===== config.mk =====
export PLATFORM = sky130hd
export DESIGN_NAME = brf_mul
export DESIGN_NICKNAME = d
export VERILOG_FILES = /design/src/sv/brf_pkg.sv /design/src/sv/brf_mul.sv
export SDC_FILE = /design/constraint.sdc
export NUM_CORES = 2
export LEC_CHECK = 0
export BUFFER_PORTS_ARGS = -buffer_cell sky130_fd_sc_hd__clkbuf_2
export CORE_ASPECT_RATIO = 1.5
export CORE_MARGIN = 4
export CORE_UTILIZATION = 60
export CTS_CLUSTER_DIAMETER = 40
export CTS_CLUSTER_SIZE = 20
export DETAILED_ROUTE_END_ITERATION = 7
export PLACE_DENSITY = 0.87
export SYNTH_ARGS = -nofsm -noshare
export SYNTH_HDL_FRONTEND = slang
export SYNTH_SLANG_ARGS = --single-unit

===== constraint.sdc =====
create_clock -name i_clk -period 10.7 [get_ports i_clk]
set_input_delay 2.14 -clock i_clk [delete_from_list [all_inputs] [get_ports i_clk]]
set_output_delay 2.14 -clock i_clk [all_outputs]
set_load 0.005 [all_outputs]

===== src/sv/brf_pkg.sv =====
// Package: shared types, codes and saturating fixed-point helpers of the Broyden root finder.
`timescale 1ns / 1ps

package brf_pkg;

    localparam int DATA_W = 32;
    localparam int STEP_W = 31;
    localparam int ITER_W = 17;
    localparam int MAXIT_W = 16;
    localparam int CFG_IDX_W = 2;

    localparam logic OP_START = 1'b0;
    localparam logic OP_VALUE = 1'b1;

    localparam logic KIND_REQUEST = 1'b0;
    localparam logic KIND_DONE = 1'b1;

    localparam logic [1:0] ST_OK = 2'd0;
    localparam logic [1:0] ST_LIMIT = 2'd1;
    localparam logic [1:0] ST_SINGULAR = 2'd2;

    localparam logic [CFG_IDX_W-1:0] CFG_STEP_X = 2'd0;
    localparam logic [CFG_IDX_W-1:0] CFG_STEP_Y = 2'd1;
    localparam logic [CFG_IDX_W-1:0] CFG_TOLERANCE = 2'd2;
    localparam logic [CFG_IDX_W-1:0] CFG_MAX_ITER = 2'd3;

    typedef struct packed {
        logic        start;
        logic        neg;
        logic [63:0] num;
        logic [63:0] den;
    } t_div_req;

    typedef struct packed {
        logic               busy;
        logic signed [31:0] quot;
    } t_div_rsp;

    // Clamp a wide signed value into the 32-bit range.
    function automatic logic signed [31:0] sat66(input logic signed [65:0] v);
        logic signed [31:0] res;
        if (v > 66'sh0_0000_0000_7FFF_FFFF) begin
            res = 32'sh7FFF_FFFF;
        end else if (v < -66'sh0_0000_0000_8000_0000) begin
            res = -32'sh8000_0000;
        end else begin
            res = v[31:0];
        end
        return res;
    endfunction

    // Apply a sign to a magnitude and clamp.
    function automatic logic signed [31:0] sat_mag(input logic [63:0] mag, input logic neg);
        logic signed [31:0] res;
        if (neg) begin
            if (mag >= 64'h8000_0000) begin
                res = -32'sh8000_0000;
            end else begin
                res = -$signed(mag[31:0]);
            end
        end else begin
            if (mag > 64'h7FFF_FFFF) begin
                res = 32'sh7FFF_FFFF;
            end else begin
                res = mag[31:0];
            end
        end
        return res;
    endfunction

    function automatic logic [63:0] abs66(input logic signed [65:0] v);
        logic signed [65:0] a;
        a = (v < 0) ? -v : v;
        return a[63:0];
    endfunction

    // Q16.16 product rounded on its magnitude, halves away from zero.
    function automatic logic signed [31:0] mul_round(input logic signed [63:0] p);
        logic [63:0] mag;
        logic [63:0] rnd;
        mag = (p < 0) ? 64'(-p) : 64'(p);
        rnd = (mag + 64'h8000) >> 16;
        return sat_mag(rnd, p < 0);
    endfunction

endpackage


===== src/sv/brf_mul.sv =====
// Module: registered 32 by 32 signed multiplier shared by the sequencer.
`timescale 1ns / 1ps

module brf_mul
    import brf_pkg::*;
(
    input  logic               i_clk,
    input  logic               i_en,
    input  logic signed [31:0] i_a,
    input  logic signed [31:0] i_b,
    output logic signed [63:0] o_p
);

    logic signed [63:0] r_p;

    always_ff @(posedge i_clk) begin
        if (i_en) begin
            r_p <= 64'(i_a) * 64'(i_b);
        end
    end

    assign o_p = r_p;

endmodule


# Yosys cells after proc, flatten, opt, wreduce, memory -nomap -nowiden
# Cells that the tools add are included.
[word_totals] register_bits=64 elab_cells=2
[classes] mul=1
[op_table] op="multiplier 32 x 32 -> 64 bit" count=1

# Longest topological paths before layout
[logic_depth] word_depth=1 depth_mapped=28 ltp_nobuf=27

# Worst setup path before layout
# No wires, ideal clock.
[synth_path] kind="input port to flip-flop" start="input port i_b[2]" end="register r_p[62], in the netlist o_p[62] (data pin)" stages=24 t_arrival_ns=9.268 required_ns=10.431 path_buffers=1 slack_ns=1.163 cell_sequence="clkbuf_1 > nand2_1 > inv_1 > fa_1 > fa_1 > fa_1 > fa_1 > inv_1 > fa_1 > inv_1 > fa_1 > inv_1 > fa_1 > inv_1 > fa_1 > ha_1 > and3_1 > nand2_1 > or3_1 > o22a_1 > o211ai_1 > a31oi_1 > o31ai_1 > xor2_1"
[synth_between] elab_chain_len=1
[synth_rtl] element="start: declaration" line="brf_mul.sv:10" text="input logic signed [31:0] i_b,"
[synth_rtl] element="multiplier 32 x 32 -> 64 bit" line="brf_mul.sv:18" text="r_p <= 64'(i_a) * 64'(i_b);"
[synth_rtl] element="end signal: assignment" line="brf_mul.sv:18"
[synth_rtl] element="end: declaration" line="brf_mul.sv:14" text="logic signed [63:0] r_p;"
# No other way between the ends.
# A chain may end at the register's enable or synchronous reset.

# Final worst setup path
[layout_path] start="input port i_b[2]" end="register r_p[60], in the netlist o_p[60] (data pin)"
# Same word-level chain as after synthesis.

==> implementation parameters <==
Parameter                              Value

Clock network
  Post-CTS sizing ... 0
  Clock sink count ... 64
  Count of hold-fix buffers inserted at cts ... 0
  Max Buffers Root-to-Sink ... 2
  Clock tree from TritonCTS ... yes
  CTS buffer count ... 9
  CTS Root Cell ... sky130_fd_sc_hd__clkbuf_16
  Clock slew seen by the registers of the worst setup and hold paths ... 0.07 ns
  Setup Buffers After CTS ... 0
  CTS H-tree depth ... 3

Min path
  Hold/Removal Path Class ... in -> reg

Yosys
  Mapped cell area ... 0.0379 sq mm
  Dominant synthesized flop cell ... sky130_fd_sc_hd__edfxtp_1
  Xor and xnor fraction of the mapped netlist area ... 0.0173
  Yosys reg bits ... 64
  Mapped Nets ... 5,216
  Post-Synthesis Mean Instance Area ... 9.75 sq um
  Most frequent cell after synthesis ... sky130_fd_sc_hd__fa_1
  Async SR Flop Fraction ... 0
  Most area-hungry cell type in the Yosys netlist ... sky130_fd_sc_hd__fa_1
  Synth Area in Simple Gates ... 0.151
  Commonest cells in the synthesized netlist ... sky130_fd_sc_hd__fa_1, sky130_fd_sc_hd__inv_1, sky130_fd_sc_hd__and2_1
  Fraction of post-synthesis cell area in the top cell type by area ... 0.572
  Arithmetic-cell share of the synthesized area counting full adders, half adders and majority gates ... 0.633
  Dominant combinational cell family by area after synthesis ... adder cells
  Number of synthesized flops with an enable pin ... 64
  Post-Syn Instances ... 3,884
  Netlist cell types ... 63
  Part of the Yosys area used for sequential elements ... 0.0507
  Share of the synthesized area in compound gates (AO/OA/AOI/OAI) ... 0.0341
  Yosys warnings ... 0
  Top area cells in the synthesized netlist ... sky130_fd_sc_hd__fa_1, sky130_fd_sc_hd__inv_1, sky130_fd_sc_hd__and2_1, sky130_fd_sc_hd__ha_1, sky130_fd_sc_hd__edfxtp_1
  Multiplexer share of the synthesized area ... 0

Placement
  Placer congestion estimate ... 0.966
  Placed cell count ... 4,676
  Port buffer count ... 129
  Post-placement worst setup slack ... 0.389 ns
  Half-perimeter wire length of the detailed placement result ... 90.3 mm

Setup path
  Worst-path cell chain ... clkbuf_2 > nand2_1 > inv_1 > fa_1 > fa_1 > fa_1 > fa_1 > fa_1 > fa_1 > fa_1 > inv_1 > fa_1 > inv_1 > ha_1 > a21o_1 > a31oi_1 > nor2_1 > a2111oi_2 > o22a_1 > o211ai_1 > a2111oi_1 > o21bai_1 > a21oi_1 > xnor2_1
  Peak fanout along the critical path ... 21
  Crit path max-delay cell type ... sky130_fd_sc_hd__fa_1
  Most Frequent Cell on Critical Path ... sky130_fd_sc_hd__fa_1
  Category of the worst setup path capture point ... register
  Startpoint kind of the worst setup timing path ... input port
  Crit-path max cell delay ... 0.95 ns
  Last element of the critical path ... o_p[60]
  Critical path class ... in -> reg
  Endpoint required time on the critical path ... 10.81 ns
  Data arrival, critical path ... 10.13 ns
  Critical path startpoint ... i_b[2]

Timing
  Hold Fails Final Rpt ... 0
  Worst Tran Pin Value ... 0.915 ns
  Post-route worst setup slack ... 0.681 ns
  Final-report setup violation count ... 0
  Relative max-transition margin ... 0.390
  Final period demand of the worst path ... 10.02 ns
  Max Clk Rate ... 99.8 MHz
  Unrepaired setup endpoints after global routing ... no
  Pins over their slew limit ... 0
  Post-route fraction of the period consumed by the critical path ... 0.936
  Setup_tns ... 0 ns

Route
  DR pass1 iterations ... 8
  Count of antenna-violating nets left after detailed routing ... 0
  Count of unresolved DRC violations after routing ... 0
  Routed length per instance ... 23.0 microns
  Routed via count ... 27,800
  Total wire length after detailed routing ... 108 mm
  Drt first-iter violations ... 1,919
  Vias per inst ... 5.92

Global route
  Initial antenna violation count ... 3
  First-pass GRT wire length ... 171 mm
  Largest net degree at the start of global routing ... 65
  Leftover overflow at the end of global routing ... 0
  Total routing resource utilization after global routing ... 0.340
  Number of global-route vias before repair ... 32,100

Outcome
  Run status ... complete, no violations

Cells and area
  Layout cells sized above 1 ... 0.0598
  Filler cells ... 4,599
  # nets final ... 5,221
  Max FFs per register ... 64
  Final non-filler cell total ... 4,695
  Area Growth Syn to Fin ... 4.52%

Floorplanning
  I/O Pins ... 130
  Placeable core area ... 0.0624 sq mm
  Number of placement rows ... 112
  Die width ... 213 microns
  DIE HEIGHT ... 316 microns
  Area enclosed by the die boundary ... 0.0673 sq mm
  Initial Utilization ... 0.607

Flow run
  Maximum capacitance violations ... 0
-- metal layers --
metal / up-vias / wire [microns] / global-route usage / share of wire
li1: 11100 / - / - / -
met1: 14200 / 28600 / 0.325 / 0.26
met2: 1716 / 55300 / 0.577 / 0.51
met3: 802 / 8470 / 0.0694 / 0.078
met4: 0 / 15700 / 0.358 / 0.15
met5: - / 0 / 0 / 0
-- cell families after synthesis --
| kind of cell | Yosys count |
|---|---|
| flops | 64 |
| compound gates | 193 |
| buf+inv | 1152 |
| simple gates | 1134 |
| xor+xnor | 75 |
| fa+ha+maj | 1266 |
-- critical path: cells and delay by family --
| kind | cells | cell delay (ns) |
|---|---|---|
| adder cells (fa/ha/maj) | 9 | 5.00 |
| AO/OA/AOI/OAI | 8 | 2.01 |
| buffers and inverters | 4 | 0.53 |
| AND/OR/NAND/NOR | 2 | 0.33 |
| XOR/XNOR | 1 | 0.07 |
-- stage by stage --
step	util	hold slack (ns)	cell area, sq um
floorplan	-	2.25	37900
global placement	0.630	2.54	39300
detailed placement	0.630	2.54	39300
CTS	0.635	2.52	39600
global route	0.635	2.57	39600
finish	0.635	2.54	39600
-- cell type report --
class / instances / area (sq um) / area share
multi-input combinational: 2668 / 31600 / 0.799
inverter: 952 / 3570 / 0.0902
sequential: 64 / 1920 / 0.0485
timing repair buffer: 194 / 1130 / 0.0286
tap: 798 / 998 / 0.0252
clock buffer: 9 / 225 / 0.00569
clock inverter: 7 / 103 / 0.00259
antenna: 3 / 7.51 / 0.000190
-- layout by cell type, fill, tap and decap left out, types with 22 or more instances in the layout --
cell type and count:
sky130_fd_sc_hd__edfxtp_1 64, sky130_fd_sc_hd__a21o_1 23, sky130_fd_sc_hd__nand2_1 511, sky130_fd_sc_hd__inv_1 952
sky130_fd_sc_hd__fa_1 1082, sky130_fd_sc_hd__xnor2_1 53, sky130_fd_sc_hd__o21ai_0 28, sky130_fd_sc_hd__nor2_1 42
sky130_fd_sc_hd__clkbuf_2 128, sky130_fd_sc_hd__and2_1 516, sky130_fd_sc_hd__buf_4 65, sky130_fd_sc_hd__a21oi_1 68
sky130_fd_sc_hd__xor2_1 22, sky130_fd_sc_hd__ha_1 184
-- worst min path at each step --
| stage | to | startpoint | depth (start not counted) |
|---|---|---|---|
| global placement | o_p[17] | o_p[17] | 1 |
| detailed placement | o_p[41] | o_p[41] | 1 |
| floorplan | o_p[0] | i_en | 0 |
| global route | o_p[0] | i_b[0] | 2 |
| CTS | o_p[0] | i_b[0] | 2 |
| finish | o_p[16] | i_en | 2 |
Power is not shown: default switching activity piles up to over one toggle a cycle in this logic, so the estimate is an artifact.
