<file path="config.mk">
export PLATFORM = sky130hd
export DESIGN_NAME = brf_div
export DESIGN_NICKNAME = d
export VERILOG_FILES = /design/src/sv/brf_pkg.sv /design/src/sv/brf_div.sv
export SDC_FILE = /design/constraint.sdc
export NUM_CORES = 1
export LEC_CHECK = 0
export BUFFER_PORTS_ARGS = -buffer_cell sky130_fd_sc_hd__buf_2
export CORE_MARGIN = 4
export CORE_UTILIZATION = 65
export CTS_CLUSTER_DIAMETER = 120
export DETAILED_ROUTE_END_ITERATION = 10
export PLACE_DENSITY = 0.87
export SYNTH_ARGS = -nofsm -noshare
export SYNTH_HDL_FRONTEND = slang
export SYNTH_SLANG_ARGS = --single-unit
</file>
<file path="constraint.sdc">
create_clock -name i_clk -period 16.3 [get_ports i_clk]
set_input_delay 1.63 -clock i_clk [delete_from_list [all_inputs] [get_ports i_clk]]
set_output_delay 1.63 -clock i_clk [all_outputs]
set_load 0.01 [all_outputs]
</file>
<file path="src/sv/brf_pkg.sv">
// Package: shared types, codes and saturating fixed-point helpers of the Broyden root finder.
`timescale 1ns / 1ps

package brf_pkg;

    localparam int DATA_W = 32;
    localparam int STEP_W = 31;
    localparam int ITER_W = 17;
    localparam int MAXIT_W = 16;
    localparam int CFG_IDX_W = 2;

    localparam logic OP_START = 1'b0;
    localparam logic OP_VALUE = 1'b1;

    localparam logic KIND_REQUEST = 1'b0;
    localparam logic KIND_DONE = 1'b1;

    localparam logic [1:0] ST_OK = 2'd0;
    localparam logic [1:0] ST_LIMIT = 2'd1;
    localparam logic [1:0] ST_SINGULAR = 2'd2;

    localparam logic [CFG_IDX_W-1:0] CFG_STEP_X = 2'd0;
    localparam logic [CFG_IDX_W-1:0] CFG_STEP_Y = 2'd1;
    localparam logic [CFG_IDX_W-1:0] CFG_TOLERANCE = 2'd2;
    localparam logic [CFG_IDX_W-1:0] CFG_MAX_ITER = 2'd3;

    typedef struct packed {
        logic        start;
        logic        neg;
        logic [63:0] num;
        logic [63:0] den;
    } t_div_req;

    typedef struct packed {
        logic               busy;
        logic signed [31:0] quot;
    } t_div_rsp;

    // Clamp a wide signed value into the 32-bit range.
    function automatic logic signed [31:0] sat66(input logic signed [65:0] v);
        logic signed [31:0] res;
        if (v > 66'sh0_0000_0000_7FFF_FFFF) begin
            res = 32'sh7FFF_FFFF;
        end else if (v < -66'sh0_0000_0000_8000_0000) begin
            res = -32'sh8000_0000;
        end else begin
            res = v[31:0];
        end
        return res;
    endfunction

    // Apply a sign to a magnitude and clamp.
    function automatic logic signed [31:0] sat_mag(input logic [63:0] mag, input logic neg);
        logic signed [31:0] res;
        if (neg) begin
            if (mag >= 64'h8000_0000) begin
                res = -32'sh8000_0000;
            end else begin
                res = -$signed(mag[31:0]);
            end
        end else begin
            if (mag > 64'h7FFF_FFFF) begin
                res = 32'sh7FFF_FFFF;
            end else begin
                res = mag[31:0];
            end
        end
        return res;
    endfunction

    function automatic logic [63:0] abs66(input logic signed [65:0] v);
        logic signed [65:0] a;
        a = (v < 0) ? -v : v;
        return a[63:0];
    endfunction

    // Q16.16 product rounded on its magnitude, halves away from zero.
    function automatic logic signed [31:0] mul_round(input logic signed [63:0] p);
        logic [63:0] mag;
        logic [63:0] rnd;
        mag = (p < 0) ? 64'(-p) : 64'(p);
        rnd = (mag + 64'h8000) >> 16;
        return sat_mag(rnd, p < 0);
    endfunction

endpackage

</file>
<file path="src/sv/brf_div.sv">
// Module: bit-serial Q16.16 divider with rounding and saturation.
`timescale 1ns / 1ps

module brf_div
    import brf_pkg::*;
(
    input  logic     i_clk,
    input  logic     i_rst_n,
    input  t_div_req i_req,
    output t_div_rsp o_rsp
);

    localparam int STEPS = 33;
    localparam int CNT_W = $clog2(STEPS + 1);

    logic               r_busy;
    logic [CNT_W-1:0]   r_cnt;
    logic [63:0]        r_rem;
    logic [32:0]        r_sh;
    logic [32:0]        r_q;
    logic               r_neg;
    logic [63:0]        r_den;
    logic signed [31:0] r_quot;

    logic [64:0] trial;
    logic        ge;
    logic [63:0] n_rem;
    logic [32:0] n_q;
    logic [33:0] n_mag;
    logic        ovf;

    assign trial = {r_rem, r_sh[32]};
    assign ge = trial >= {1'b0, r_den};
    assign n_rem = ge ? 64'(trial - {1'b0, r_den}) : trial[63:0];
    assign n_q = {r_q[31:0], ge};
    assign n_mag = ({1'b0, n_q} + 34'd1) >> 1;
    // A quotient of 2^32 or more saturates whatever the rounding.
    assign ovf = {16'd0, i_req.num} >= {i_req.den, 16'd0};

    always_ff @(posedge i_clk) begin
        if (!i_rst_n) begin
            r_busy <= 1'b0;
            r_cnt <= '0;
        end else if (i_req.start) begin
            r_neg <= i_req.neg;
            r_den <= i_req.den;
            r_q <= '0;
            r_cnt <= CNT_W'(STEPS);
            if (ovf) begin
                r_busy <= 1'b0;
                r_quot <= sat_mag(64'h1_0000_0000, i_req.neg);
            end else begin
                r_busy <= 1'b1;
                r_rem <= {16'd0, i_req.num[63:16]};
                r_sh <= {i_req.num[15:0], 17'd0};
            end
        end else if (r_busy) begin
            r_rem <= n_rem;
            r_sh <= {r_sh[31:0], 1'b0};
            r_q <= n_q;
            r_cnt <= r_cnt - 1'b1;
            if (r_cnt == CNT_W'(1)) begin
                r_busy <= 1'b0;
                r_quot <= sat_mag({30'd0, n_mag}, (n_mag != 34'd0) && r_neg);
            end
        end
    end

    assign o_rsp.busy = r_busy;
    assign o_rsp.quot = r_quot;

endmodule

</file>
-- Yosys cells after proc, flatten, opt, wreduce, memory -nomap -nowiden
Index checks and enable logic that the tools add are counted.
W data, S select, Z words.
- bits in registers: 233
- latch bits: 0
- RAM bits: 0
- bits in read-only memories: 0
- output and inout port bits: 33
- word-level logic and storage cells: 52
- memories kept: 0
- $add $sub $neg: 4
- multiply operators: 0
- divide/modulo/power cells: 0
- magnitude comparators: 4
- equal/unequal tests: 3
- shift-type cells: 0
- muxes and demuxes: 22
- bitwise gates (word level): 1
- reduce and logical (&&, ||, !) cells: 9
- operators with widths (operator ; number):
    $mux W32 ; 9
    $mux W64 ; 4
    $mux W33 ; 3
    $ge A64 B80 Y1 ; 1
    $ge A65 B64 Y1 ; 1
    $sub A64 B64 Y64 ; 1
    $add A33 B1 Y34 const B ; 1
    $reduce_bool A34 Y1 ; 1
    $ge A33 B32 Y1 const B ; 1
    $gt A33 B31 Y1 const B ; 1
    $neg A32 Y32 ; 1
    $mux W6 ; 2
    $eq A6 B1 Y1 const B ; 1
    $sub A6 B1 Y6 const B ; 1
    $mux W1 ; 4
    $reduce_and A2 Y1 ; 2
    $reduce_and A4 Y1 ; 1
    $reduce_bool A2 Y1 ; 2
    $reduce_and A3 Y1 ; 1
    $ne A2 B1 Y1 const B ; 1
    $ne A2 B2 Y1 const B ; 1
    $reduce_or A2 Y1 ; 1
    $logic_and A1 B1 Y1 ; 1
    $not A1 Y1 ; 1

-- Depth between registers and ports, before layout
- depth after elaboration: 8
- mapped depth: 31
- mapped depth without buffers: 24

-- Worst setup path before layout
OpenSTA, ideal clock, no wires.
- path kind: input to register
- from: in i_req[1] (netlist bit)
- to: reg r_rem[0] (enable)
- library setup time: 519 ps
- data arrival time: 7294 ps
- slack: 8487 ps
- stages on the path: 15
- buffers on the path: 0
- cell sequence: inv_1 > ha_1 > nor2b_1 > o21a_1 > o21a_1 > o21a_1 > o21a_1 > o21a_1 > o21a_1 > o221ai_1 > a21oi_1 > o41ai_1 > a21oi_1 > o311a_1 > nor2_1
- longest elaborated chain between the ends: 3
- RTL lines (what ; line ; text):
    start: declaration ; brf_div.sv:9 ; input t_div_req i_req,
    $ge A64 B80 Y1 ; brf_div.sv:38 ; assign ovf = {16'd0, i_req.num} >= {i_req.den, 16'd0};
    $ne A2 B2 Y1 (no source line) ; -- ;
    $reduce_and A3 Y1 (no source line) ; -- ;
    end signal: assignment ; brf_div.sv:54 ; r_rem <= {16'd0, i_req.num[63:16]};
    end signal: assignment ; brf_div.sv:58 ; r_rem <= n_rem;
    end: declaration ; brf_div.sv:18 ; logic [63:0] r_rem;
Every way passes these cells.
A chain may end at the register's enable or synchronous reset.

-- Final worst setup path
- from: reg r_rem[18]
- to: reg r_quot[10], data pin
- longest elaborated chain between the ends: 8
- RTL lines (what ; line ; text):
    $ge A65 B64 Y1 (*) ; brf_div.sv:33 ; assign ge = trial >= {1'b0, r_den};
    $add A33 B1 Y34 (*) ; brf_div.sv:36 ; assign n_mag = ({1'b0, n_q} + 34'd1) >> 1;
    $neg A32 Y32, or another cell as far along ; brf_pkg.sv:59 ; res = -$signed(mag[31:0]);
    $mux W32, or another cell as far along ; brf_pkg.sv:56 ; if (mag >= 64'h8000_0000) begin
    $mux W32 (*) ; brf_pkg.sv:55 ; if (neg) begin
    $mux W32 (*) ; brf_div.sv:62 ; if (r_cnt == CNT_W'(1)) begin
    $mux W32 (*) ; brf_div.sv:57 ; end else if (r_busy) begin
    $mux W32 (*) ; brf_div.sv:44 ; end else if (i_req.start) begin
    end signal: assignment ; brf_div.sv:51 ; r_quot <= sat_mag(64'h1_0000_0000, i_req.neg);
    end signal: assignment ; brf_div.sv:64 ; r_quot <= sat_mag({30'd0, n_mag}, (n_mag != 34'd0) && r_neg);
    end: declaration ; brf_div.sv:23 ; logic signed [31:0] r_quot;
Every way passes the cells marked *; elsewhere a longest branch is shown, timed or not. The select of a mux whose other input is x is not followed.

==> flow_metrics.env <==
export IMPL_outcome="complete, no violations"
export IMPL_cts_hold_buf=0
export IMPL_p_per_area_nw_per_um2=97.99
export IMPL_antenna_found_initial=5
export IMPL_io_buffers=164
export IMPL_fin_skew_ns=0.01235
export IMPL_gr_total_overflow=0
export IMPL_root_buffer="clkbuf_16"
export IMPL_synth_top_cell_area_share=0.3947
export IMPL_seq_area_um2=6416
export IMPL_dieArea_um2=27030
export IMPL_yosysWarningCount=0
export IMPL_hp_class="flip-flop to flip-flop"
export IMPL_clockBufferDepth=3
export IMPL_tritoncts="yes"
export IMPL_cap_violations=0
export IMPL_boundaryPins=165
export IMPL_row_count=56
export IMPL_setup_tns_ns=0
export IMPL_gp_congestion=0.9820
export IMPL_total_power_mw=1.734
export IMPL_slew_viol_final=0
export IMPL_numCtsBuffers=25
export IMPL_insertion_delay_ns=0.53
export IMPL_clkTransAtPathRegs_ns=0.06
export IMPL_multiInputGateArea_um2=8627
export IMPL_postCtsResizedCells=0
export IMPL_synth_area_leaders="edfxtp_1 (39%), ha_1 (9.2%), a21oi_1 (4.5%), mux2_2 (3.6%), xnor2_1 (3.4%)"
export IMPL_post_route_period_util=0.5027
export IMPL_htree_levels=1
export IMPL_avgSynthCellArea_um2=9.510
export IMPL_via_per_inst=6.461
export IMPL_ys_ff_latch=216
export IMPL_grt_pass1_vias=13550
export IMPL_syn_area_um2=15900
export IMPL_cp_slowest_cell="o21ai_2"
export IMPL_finalHoldViolCount=0
export IMPL_period_needed_ns=8.193
export IMPL_setup_slack_ns=8.107
export IMPL_yosys_area_top_type="edfxtp_1"
export IMPL_track_usage=0.3254
export IMPL_drt_iter0_drc=1472
export IMPL_coreArea_um2=23750
export IMPL_initial_utilization=0.6694
export IMPL_die_width_um=164.4
export IMPL_nNetsFinal=2046
export IMPL_worst_slew_pin_transition_ns=1.160
export IMPL_syn_num_nets=1922
export IMPL_max_vdd_ir_drop_mv=0.08896
export IMPL_wirelength_um=44430
export IMPL_relSlewSlack=0.2269
export IMPL_grt_pass1_wl_um=70210
export IMPL_cp_common_cell="nand4_1"
export IMPL_critPathKind="flip-flop to flip-flop"
export IMPL_cp_required_ns=16.64
export IMPL_cp_data_arrival_time_ns=8.53
export IMPL_clock_sinks=216
export IMPL_wl_per_cell_um=20.77
export IMPL_pre_cts_ws_ns=8.421
export IMPL_cpPeakStageDelay_ns=0.83
export IMPL_fill_cells=1701
export IMPL_cts_setup_buffers=0
export IMPL_syn2layout_area_growth_pct=11.27
export IMPL_synth_ff_type="edfxtp_1"
export IMPL_cp_max_fo=86
export IMPL_cp_start_kind="flip-flop"
export IMPL_layout_drive_gt1_share=0.1637
export IMPL_syn_inst=1672
export IMPL_yosysUniqueCellTypes=89
export IMPL_yosysSeqAreaShare=0.4035
export IMPL_drc_errors=0
export IMPL_p_leak_nw=7.279
export IMPL_rsz0062_at_grt="false"
export IMPL_end_kind="flip-flop"
export IMPL_first_pass_iters=7
export IMPL_ant_nets=0
export IMPL_grt_max_degree=87
export IMPL_synth_edf_count=209
export IMPL_vias=13820
export IMPL_place_hpwl_um=32270
export IMPL_ys_top_cells_by_count="edfxtp_1 (209), a21oi_1 (144), inv_1 (143)"
export IMPL_finalSetupViolations=0
export IMPL_path_cells="ha_1 > and4_1 > nand4_1 > nor4_1 > a31o_2 > a31oi_1 > o41a_1 > and2_4 > inv_2 > buf_4 > ha_1 > and4_1 > nand4_1 > nor2_1 > nand3_1 > xnor2_1 > nor2_1 > o41ai_1 > nor3b_1 > nand4_1 > o21ai_2 > nand2_2 > o221ai_1"
export IMPL_synthArstFlopShare=0
export IMPL_yosysMostFrequentCell="edfxtp_1"
export IMPL_max_freq_ghz=0.1221
export IMPL_dieHeight_um=164.4
-- routing by layer --
layer / global-route usage / vias up / wire length (um)
met5: 0 / - / 0
met2: 0.5331 / 706 / 20770
met1: 0.4402 / 6582 / 18050
met4: 0.1070 / 0 / 1563
met3: 0.06114 / 122 / 4049
li1: - / 6411 / -
-- path summary, 6_finish.rpt --
path | end | depth (start not counted) | startpoint | slack, ns
worst max-delay path | r_quot[10] | 23 | r_rem[18] | 8.11
worst min-delay path | r_cnt[1] | 2 | r_cnt[1] | 0.51
worst max register to register | r_quot[10] | 23 | r_rem[18] | 8.11
worst min register to register | r_cnt[1] | 2 | r_cnt[1] | 0.51
-- logic make-up (layout without fill, tap and decap cells) --
group,Yosys count,count (layout),synth area share
DFF,216,216,0.4035
other,0,6,0
buffers and inverters,220,362,0.05445
xor gates and xnor gates,102,102,0.05619
adders and majority gates,118,118,0.09333
AOI/OAI and AO/OA,434,434,0.1807
muxes,60,60,0.04178
and+or+nand+nor,522,522,0.1701
-- critical path: cells and delay by family, from the launching register on --
kind,cells,cell delay [ns]
compound gates,6,1.84
xor+xnor,1,0.27
fa+ha+maj,2,0.77
buf+inv,2,0.79
flops,1,0.40
simple gates,12,3.88
-- report_power, final --
group	total, mW	internal (mW)	switching, mW	leakage, nW
clock	0.550	0.322	0.228	0.403
combinational	0.492	0.200	0.292	4.84
sequential	0.692	0.665	0.0265	2.03
-- state kept, by name (all words and copies together), names as in the netlist --
register	cells
r_busy	1
r_cnt	6
r_den	64
r_neg	1
r_q	32
r_quot	32
r_rem	64
r_sh	16
-- per-stage QoR --
| step | cells | hold slack [ns] | utilization | cell area [um2] |
|---|---|---|---|---|
| finish | 2139 | 0.5070 | 0.7448 | 17690 |
| global route | 2138 | 0.5559 | 0.7447 | 17690 |
| CTS | 2133 | 0.5089 | 0.7442 | 17680 |
| detailed placement | 2088 | 0.5007 | 0.7104 | 16870 |
| global placement | 2088 | 0.4802 | 0.7104 | 16870 |
| floorplan | 1672 | 0.4688 | - | 15900 |
-- cell type report --
type,instances,area share
tap,319,0.02256
sequential,216,0.3627
multi-input combinational,1236,0.4876
clock inverter,10,0.002617
inverter,144,0.03055
clock buffer,35,0.04279
antenna,6,0.0008487
timing repair buffer,173,0.05035
-- layout by cell type, fill, tap and decap left out, drive strengths merged, types with 23 or more instances in the layout --
cell type,count
nor3,35
o21ai,63
xnor2,62
nor4,23
xor2,40
nor2b,47
nor2,115
buf,173
a21o,51
nand3,49
mux2,51
nand2,127
inv,144
clkbuf,35
nand4,30
ha,117
a21oi,147
edfxtp,209
Note: power is estimated with default switching activity, not from simulation.
